**src/hdl/bsdt_pkg.sv**
```systemverilog
// Shared types and constants for the buffered SPI display transmitter.
`timescale 1ns / 1ps

package bsdt_pkg;

  // Kind of one input item.
  typedef enum logic {
    KIND_WRITE = 1'b0,
    KIND_TICK  = 1'b1
  } kind_t;

  // One byte on the serial line.
  typedef logic [7:0] byte_t;

  // Bits in one serial byte, and the bit counter type.
  typedef logic [3:0] bit_count_t;
  localparam bit_count_t BYTE_BITS = 4'd8;

  // Divider count at which the slow serial clock toggles (half period of 16 ticks).
  typedef logic [3:0] divider_t;
  localparam divider_t SLOW_LAST = 4'hF;

endpackage

```
**src/hdl/bsdt_in_if.sv**
```systemverilog
// Input channel: byte writes and system clock ticks.
`timescale 1ns / 1ps

interface bsdt_in_if;
  logic                valid;
  logic                ready;
  bsdt_pkg::kind_t     kind;
  logic                is_data;
  bsdt_pkg::byte_t     byte_value;

  modport source (output valid, output kind, output is_data, output byte_value, input ready);
  modport sink (input valid, input kind, input is_data, input byte_value, output ready);
endinterface

```
**src/hdl/bsdt_out_if.sv**
```systemverilog
// Output channel: pin levels and status after each input item.
`timescale 1ns / 1ps

interface bsdt_out_if #(
  parameter int LEVEL_W = 5
);
  logic               valid;
  logic               ready;
  logic               accepted;
  logic               serial_clock;
  logic               serial_data;
  logic               select_n;
  logic               data_command;
  logic               byte_done;
  logic [LEVEL_W-1:0] fifo_level;
  logic               busy_res;

  modport source (
    output valid, output accepted, output serial_clock, output serial_data,
    output select_n, output data_command, output byte_done, output fifo_level,
    output busy_res, input ready
  );
  modport sink (
    input valid, input accepted, input serial_clock, input serial_data,
    input select_n, input data_command, input byte_done, input fifo_level,
    input busy_res, output ready
  );
endinterface

```
**src/hdl/buffered_spi_display_transmitter.sv**
```systemverilog
// Write-only SPI master with a transmit FIFO and a data/command line.
//
//   Channel   Direction  Handshake          Contents
//   in_ch     sink       valid / ready      kind, is_data, byte_value
//   out_ch    source     valid / ready      pin levels, accepted, byte_done, level, busy
//   cfg       write      cfg_write          fast_clock in bit 0 of cfg_data
//
// One item per cycle is sustained while results drain.
// Each transfer updates the shifter and FIFO at once and loads the result register.
// The FIFO head is held in a registered read port that is refetched every cycle.
// rst is synchronous and active high; the FIFO contents are not cleared.
// A new item is taken when the result register is empty or is being read out.
`timescale 1ns / 1ps

module buffered_spi_display_transmitter #(
  parameter int FIFO_DEPTH = 16
) (
  input  logic       clk,
  input  logic       rst,
  input  logic       cfg_write,
  input  logic       cfg_data,
  bsdt_in_if.sink    in_ch,
  bsdt_out_if.source out_ch
);

  localparam int PTR_W   = (FIFO_DEPTH > 1) ? $clog2(FIFO_DEPTH) : 1;
  localparam int LEVEL_W = $clog2(FIFO_DEPTH + 1);
  localparam logic [PTR_W-1:0]   LAST_PTR = PTR_W'(FIFO_DEPTH - 1);
  localparam logic [LEVEL_W-1:0] FULL     = LEVEL_W'(FIFO_DEPTH);

  // Configuration register.
  logic fast_clock;

  // FIFO storage and its registered head read.
  logic [8:0]         fifo_mem [FIFO_DEPTH];
  logic [8:0]         head;
  logic [PTR_W-1:0]   read_pointer, read_pointer_next;
  logic [PTR_W-1:0]   write_pointer, write_pointer_next;
  logic [LEVEL_W-1:0] fill_count, fill_count_next;
  logic               push;

  // Serial shifter state.
  bsdt_pkg::byte_t      shift_byte, shift_byte_next;
  bsdt_pkg::bit_count_t bits_left, bits_left_next;
  bsdt_pkg::divider_t   divider_count, divider_count_next;
  logic clock_level, clock_level_next;
  logic select_level, select_level_next;
  logic dc_level, dc_level_next;
  logic shifting, shifting_next;
  logic gap_pending, gap_pending_next;

  // Per-item results.
  logic accepted_now;
  logic done_now;
  logic transfer;
  logic out_valid;
  bsdt_pkg::bit_count_t bits_dec;

  assign in_ch.ready  = !out_valid || out_ch.ready;
  assign transfer     = in_ch.valid && in_ch.ready;
  assign out_ch.valid = out_valid;
  assign bits_dec     = (bits_left != '0) ? bits_left - 4'd1 : bits_left;

  // Next state for one input item.
  always_comb begin
    read_pointer_next  = read_pointer;
    write_pointer_next = write_pointer;
    fill_count_next    = fill_count;
    shift_byte_next    = shift_byte;
    bits_left_next     = bits_left;
    divider_count_next = divider_count;
    clock_level_next   = clock_level;
    select_level_next  = select_level;
    dc_level_next      = dc_level;
    shifting_next      = shifting;
    gap_pending_next   = gap_pending;
    push               = 1'b0;
    accepted_now       = 1'b0;
    done_now           = 1'b0;

    if (transfer) begin
      if (in_ch.kind == bsdt_pkg::KIND_WRITE) begin
        if (!shifting && !gap_pending && fill_count == '0) begin
          // Idle: start the byte directly.
          shift_byte_next    = in_ch.byte_value;
          dc_level_next      = in_ch.is_data;
          bits_left_next     = bsdt_pkg::BYTE_BITS;
          divider_count_next = '0;
          clock_level_next   = 1'b1;
          select_level_next  = 1'b0;
          shifting_next      = 1'b1;
          gap_pending_next   = 1'b0;
          accepted_now       = 1'b1;
        end else if (fill_count != FULL) begin
          // Queue behind the bytes already waiting.
          push               = 1'b1;
          write_pointer_next = (write_pointer == LAST_PTR) ? '0 : write_pointer + PTR_W'(1);
          fill_count_next    = fill_count + LEVEL_W'(1);
          accepted_now       = 1'b1;
        end
      end else if (!shifting) begin
        // Tick between bytes: close the gap and start the oldest queued byte, if any.
        gap_pending_next = 1'b0;
        if (fill_count != '0) begin
          read_pointer_next  = (read_pointer == LAST_PTR) ? '0 : read_pointer + PTR_W'(1);
          fill_count_next    = fill_count - LEVEL_W'(1);
          shift_byte_next    = head[7:0];
          dc_level_next      = head[8];
          bits_left_next     = bsdt_pkg::BYTE_BITS;
          divider_count_next = '0;
          clock_level_next   = 1'b1;
          select_level_next  = 1'b0;
          shifting_next      = 1'b1;
        end
      end else if (fast_clock || divider_count == bsdt_pkg::SLOW_LAST) begin
        // Half period over: toggle the serial clock.
        divider_count_next = '0;
        if (clock_level) begin
          clock_level_next = 1'b0;
          if (bits_left < bsdt_pkg::BYTE_BITS) begin
            shift_byte_next = {shift_byte[6:0], 1'b0};
          end
        end else begin
          clock_level_next = 1'b1;
          bits_left_next   = bits_dec;
          if (bits_dec == '0) begin
            done_now          = 1'b1;
            shifting_next     = 1'b0;
            gap_pending_next  = 1'b1;
            select_level_next = 1'b1;
          end
        end
      end else begin
        divider_count_next = divider_count + 4'd1;
      end
    end
  end

  // Configuration register.
  always_ff @(posedge clk) begin
    if (rst) begin
      fast_clock <= 1'b0;
    end else if (cfg_write) begin
      fast_clock <= cfg_data;
    end
  end

  // Control state of the FIFO and the shifter.
  always_ff @(posedge clk) begin
    if (rst) begin
      read_pointer  <= '0;
      write_pointer <= '0;
      fill_count    <= '0;
      shift_byte    <= '0;
      bits_left     <= '0;
      divider_count <= '0;
      clock_level   <= 1'b1;
      select_level  <= 1'b1;
      dc_level      <= 1'b0;
      shifting      <= 1'b0;
      gap_pending   <= 1'b0;
    end else begin
      read_pointer  <= read_pointer_next;
      write_pointer <= write_pointer_next;
      fill_count    <= fill_count_next;
      shift_byte    <= shift_byte_next;
      bits_left     <= bits_left_next;
      divider_count <= divider_count_next;
      clock_level   <= clock_level_next;
      select_level  <= select_level_next;
      dc_level      <= dc_level_next;
      shifting      <= shifting_next;
      gap_pending   <= gap_pending_next;
    end
  end

  // FIFO write port.
  always_ff @(posedge clk) begin
    if (push) begin
      fifo_mem[write_pointer] <= {in_ch.is_data, in_ch.byte_value};
    end
  end

  // Head read at the next read pointer, with a write into that entry forwarded.
  always_ff @(posedge clk) begin
    if (push && write_pointer == read_pointer_next) begin
      head <= {in_ch.is_data, in_ch.byte_value};
    end else begin
      head <= fifo_mem[read_pointer_next];
    end
  end

  // Result register valid flag.
  always_ff @(posedge clk) begin
    if (rst) begin
      out_valid <= 1'b0;
    end else if (transfer) begin
      out_valid <= 1'b1;
    end else if (out_ch.ready) begin
      out_valid <= 1'b0;
    end
  end

  // Result register payload, loaded with the levels after the item.
  always_ff @(posedge clk) begin
    if (transfer) begin
      out_ch.accepted     <= accepted_now;
      out_ch.serial_clock <= clock_level_next;
      out_ch.serial_data  <= shift_byte_next[7];
      out_ch.select_n     <= select_level_next;
      out_ch.data_command <= dc_level_next;
      out_ch.byte_done    <= done_now;
      out_ch.fifo_level   <= fill_count_next;
      out_ch.busy_res     <= shifting_next || gap_pending_next || (fill_count_next != '0);
    end
  end

endmodule

```
**src/flat_wrapper.sv**
```systemverilog
// flat-port wrapper written by rule: the top's interface ports become plain ports
module buffered_spi_display_transmitter_flat 
#(
  parameter int FIFO_DEPTH = 16
)
  (clk, rst, cfg_write, cfg_data, in_ch_valid, in_ch_kind, in_ch_is_data, in_ch_byte_value, in_ch_ready, out_ch_valid, out_ch_accepted, out_ch_serial_clock, out_ch_serial_data, out_ch_select_n, out_ch_data_command, out_ch_byte_done, out_ch_fifo_level, out_ch_busy_res, out_ch_ready);
  bsdt_in_if in_ch_i ();
  bsdt_out_if #(.LEVEL_W(($clog2((16) + 1)))) out_ch_i ();
  input  logic clk;
  input  logic rst;
  input  logic cfg_write;
  input  logic cfg_data;
  input wire logic [$bits(in_ch_i.valid)-1:0] in_ch_valid;
  input wire logic [$bits(in_ch_i.kind)-1:0] in_ch_kind;
  input wire logic [$bits(in_ch_i.is_data)-1:0] in_ch_is_data;
  input wire logic [$bits(in_ch_i.byte_value)-1:0] in_ch_byte_value;
  output wire logic [$bits(in_ch_i.ready)-1:0] in_ch_ready;
  output wire logic [$bits(out_ch_i.valid)-1:0] out_ch_valid;
  output wire logic [$bits(out_ch_i.accepted)-1:0] out_ch_accepted;
  output wire logic [$bits(out_ch_i.serial_clock)-1:0] out_ch_serial_clock;
  output wire logic [$bits(out_ch_i.serial_data)-1:0] out_ch_serial_data;
  output wire logic [$bits(out_ch_i.select_n)-1:0] out_ch_select_n;
  output wire logic [$bits(out_ch_i.data_command)-1:0] out_ch_data_command;
  output wire logic [$bits(out_ch_i.byte_done)-1:0] out_ch_byte_done;
  output wire logic [$bits(out_ch_i.fifo_level)-1:0] out_ch_fifo_level;
  output wire logic [$bits(out_ch_i.busy_res)-1:0] out_ch_busy_res;
  input wire logic [$bits(out_ch_i.ready)-1:0] out_ch_ready;
  assign in_ch_i.valid = in_ch_valid;
  assign in_ch_i.kind = in_ch_kind;
  assign in_ch_i.is_data = in_ch_is_data;
  assign in_ch_i.byte_value = in_ch_byte_value;
  assign in_ch_ready = in_ch_i.ready;
  assign out_ch_valid = out_ch_i.valid;
  assign out_ch_accepted = out_ch_i.accepted;
  assign out_ch_serial_clock = out_ch_i.serial_clock;
  assign out_ch_serial_data = out_ch_i.serial_data;
  assign out_ch_select_n = out_ch_i.select_n;
  assign out_ch_data_command = out_ch_i.data_command;
  assign out_ch_byte_done = out_ch_i.byte_done;
  assign out_ch_fifo_level = out_ch_i.fifo_level;
  assign out_ch_busy_res = out_ch_i.busy_res;
  assign out_ch_i.ready = out_ch_ready;
  buffered_spi_display_transmitter #(.FIFO_DEPTH(FIFO_DEPTH)) u_core (.clk(clk), .rst(rst), .cfg_write(cfg_write), .cfg_data(cfg_data), .in_ch(in_ch_i), .out_ch(out_ch_i));
endmodule
```
**config.mk**
```make
export PLATFORM = sky130hd
export DESIGN_NAME = buffered_spi_display_transmitter_flat
export DESIGN_NICKNAME = d
export VERILOG_FILES = /design/src/hdl/bsdt_pkg.sv /design/src/hdl/bsdt_in_if.sv /design/src/hdl/bsdt_out_if.sv /design/src/hdl/buffered_spi_display_transmitter.sv /design/src/flat_wrapper.sv
export SDC_FILE = /design/constraint.sdc
export NUM_CORES = 1
export LEC_CHECK = 0
export BUFFER_PORTS_ARGS = -buffer_cell sky130_fd_sc_hd__buf_2
export CAP_MARGIN = 5
export CELL_PAD_IN_SITES_DETAIL_PLACEMENT = 1
export CELL_PAD_IN_SITES_GLOBAL_PLACEMENT = 2
export CORE_UTILIZATION = 33
export CTS_CLUSTER_DIAMETER = 100
export DETAILED_ROUTE_END_ITERATION = 10
export PLACE_DENSITY_LB_ADDON = 0.2
export SKIP_LAST_GASP = 1
export SLEW_MARGIN = 0
export SYNTH_ARGS = -nofsm -noshare
export SYNTH_HDL_FRONTEND = slang
export SYNTH_SLANG_ARGS = --single-unit
```
**constraint.sdc**
```tcl
create_clock -name clk -period 6.3 [get_ports clk]
set_input_delay 0.63 -clock clk [delete_from_list [all_inputs] [get_ports clk]]
set_output_delay 0.63 -clock clk [all_outputs]
set_load 0.05 [all_outputs]
```
==> results.yml <==
power:
  powerDensity_nw_per_um2: 330
  sw_frac_of_total_pct: 28.4
  seqPwrFrac_pct: 48.3
  clkPwrFrac_pct: 35.9
  p_int_uw: 2190
  power_switching_uw: 866
  peakVddDrop_v: 0.000144
  p_leak_uw: 0.00297
  pwr-share-comb_pct: 15.8
sta:
  finalSetupViolCount: 0
  slew_violations: 0
  final_hold_viol_count: 0
  fin_crit_sh_pct: 51.6
  fmaxAchievable_mhz: 308
  setup_ws_ns: 3.05
  slew_headroom_pct: 43.4
  fin_tns_setup_ns: 0
  skew_ns: 0.0134
  finalCriticalPeriod_ns: 3.25
  rsz0062_at_grt: "no"
  hold_slack_ns: 0.441
  worst_pin_slew_ns: 0.844
worst_setup_path:
  cp_cell_sequence: "inv_1 -> ha_1 -> or4b_4 -> nor3_2 -> nor3b_2 -> a221o_1 -> nor4_1 -> nand4_1"
  cp.arrival_ns: 3.42
  crit_required_ns: 6.47
  path_max_fanout: 11
  cpPeakStageDelay_ns: 0.58
  path_class: "flop to flop"
  worstSetupStartpointType: "flop"
  crit_slowest_cell: "nor3_2"
  end_kind: "flop"
clock_tree:
  root_buffer: "clkbuf_16"
  clk_pin_slew_ns: 0.08
  cts_setup_buffers: 0
  cts_tree: "done"
  ctsHoldBuffers: 0
  clock_sinks: 196
  h-tree-depth: 4
  cts_buffer_depth: 2
  clkLatencyLatePin_ns: 0.44
  numCtsBuffers: 17
  cts_resized: 0
drt:
  post_drt_wl_per_cell_um: 22.1
  drt_pass1_iterations: 4
  ant_nets: 0
  wl_met3_um: 627
  dr_wl_met2_um: 9790
  met1Wirelength_um: 9620
  routed_wl_um: 20300
  vias_per_cell: 5.21
  dr.max_layer_used: "met4"
  route.detailed.drc: 0
  vias: 4778
  drt-initial-drc-count: 310
die:
  die_x_um: 160
  die_h_um: 160
  start_util_pct: 33.7
  pin_count: 30
  die-area_um2: 25500
  core_um2: 24300
  rows: 57
global_routing:
  overflow: 0
  grt_pass1_wl_um: 31100
  grt.total_usage_pct: 16.6
  grt_pass1_vias: 5047
  grt_max_degree: 39
  antenna_found_initial: 0
finish:
  mostFrequentLayoutCell: "edfxtp_1"
  ff_latch_area_um2: 5490
  diodes: 0
  final_cell_mix: "edfxtp_1, dfxtp_1, nor2_1"
  final_util_pct: 38.1
  final_layout_size_suffix_gt1_share_pct: 19.2
  synthToLayoutAreaGrowth_pct: 12.9
  num-nets-final: 606
  multi_input_area_um2: 2500
  n_fill_cell: 2497
worst_hold_path:
  hold_path.class: "input pin to flop"
synth:
  synth-async-reset-ratio_pct: 0
  ys.flop_type: "edfxtp_1"
  ys_ff_latch: 196
  synth_enable_flop_cells: 156
  syn-cell-area_um2: 8200
  yosysWarnings: 0
  netlist_top_cells_area: "edfxtp_1, dfxtp_1, mux4_2, mux2i_1, a21oi_1"
  netlist_instances: 553
  yosys.area.top_type: "edfxtp_1"
  ys_seq_area_share_pct: 66.9
  synth_top_area_share_pct: 57.1
  syn_nets: 579
  yosysUniqueCellTypes: 55
  avgSynthCellArea_um2: 14.8
placement:
  gp_congestion: 0.786
  port_buffers: 29
  dp_hpwl_um: 13600
  place_ws_ns: 2.94
run_status:
  outcome: "completed"
run:
  maxCapViolations: 0
Yosys cell counts (2+ instances only):
| cell type | n |
|---|---|
| edfxtp_1 | 156 |
| dfxtp_1 | 40 |
| nor2_1 | 35 |
| a21oi_1 | 34 |
| mux4_2 | 32 |
| nand2_1 | 29 |
| mux2i_1 | 23 |
| inv_1 | 19 |
| nor3_1 | 14 |
| o21ai_0 | 14 |
| buf_2 | 11 |
| nand2b_1 | 11 |
| or3_1 | 11 |
| clkbuf_1 | 10 |
| ha_1 | 10 |
| nand3_1 | 10 |
| a211oi_1 | 8 |
| and2_1 | 7 |
| nor2b_1 | 6 |
| o22ai_1 | 6 |
| a31oi_1 | 5 |
| mux2_2 | 4 |
| nor4_1 | 4 |
| or4_1 | 4 |
| a21o_1 | 3 |
| a221o_1 | 3 |
| a22oi_1 | 3 |
| buf_1 | 3 |
| buf_4 | 3 |
| nand4_1 | 3 |
| o21ai_1 | 3 |
| a32oi_1 | 2 |
| and3_1 | 2 |
| o311ai_0 | 2 |
| xnor2_1 | 2 |
| xor2_1 | 2 |
final cells by class:
class	instances	share of cell area, %
clock inverter	15	1.80
sequential	196	59.3
multi-input combinational	310	27.0
tap	324	4.38
timing repair buffer	36	2.14
clock buffer	17	4.60
inverter	19	0.770
worst max-delay path: cells and delay by family, from the launching register on:
kind,cells,cell delay (ns)
fa+ha+maj,1,0.27
buf+inv,1,0.12
compound gates,1,0.39
simple gates,5,1.87
flops,1,0.33
flip-flops by register name (all words and copies together) (netlist names), 4 cells and up, named ones only:
register and count:
u_core.bits_left 4, u_core.divider_count 4, u_core.fifo_mem 144, u_core.fill_count 5, u_core.out_ch.fifo_level 5, u_core.read_pointer 4
u_core.shift_byte 8, u_core.write_pointer 4
cell families after synthesis:
kind of cell,Yosys count,share of synthesized area (%)
muxes,59,12.1
adders and majority gates,11,1.65
xor gates and xnor gates,4,0.427
buffers and inverters,47,2.55
AOI/OAI and AO/OA,90,6.85
and+or+nand+nor,146,9.46
DFF,196,66.9
worst paths after layout:
check | slack [ns] | end | startpoint | cells after the start
setup / recovery | 3.05 | u_core.out_ch.busy_res | u_core.fill_count[0] | 8
hold reg to reg | 0.46 | u_core.shift_byte[5] | u_core.shift_byte[5] | 2
setup reg to reg | 3.05 | u_core.out_ch.busy_res | u_core.fill_count[0] | 8
hold / removal | 0.44 | u_core.fast_clock | cfg_data | 3
through the flow:
stage                     total power, uW  area (um2)  std cells
after floorplan                      1860        8200        553
after global placement               1980        8670        885
after detailed placement             1990        8670        885
after CTS                            3080        9260        917
after global routing                 3180        9260        917
final                                3050        9260        917
power groups by stage:
| stage | combinational (uW) | sequential, uW | clock, uW |
|---|---|---|---|
| final | 482 | 1480 | 1090 |
| after global routing | 529 | 1480 | 1170 |
| after CTS | 491 | 1480 | 1120 |
| after detailed placement | 491 | 1500 | 0 |
| after global placement | 482 | 1500 | 0 |
| after floorplan | 325 | 1530 | 0 |
layer usage:
layer  up-vias  global-route usage [%]
met5         -                       0
met4         0                    4.15
met3        19                    3.56
met2        75                    26.8
met1      2493                    22.7
li1       2191                       -
Note: power is estimated with default switching activity, not from simulation.
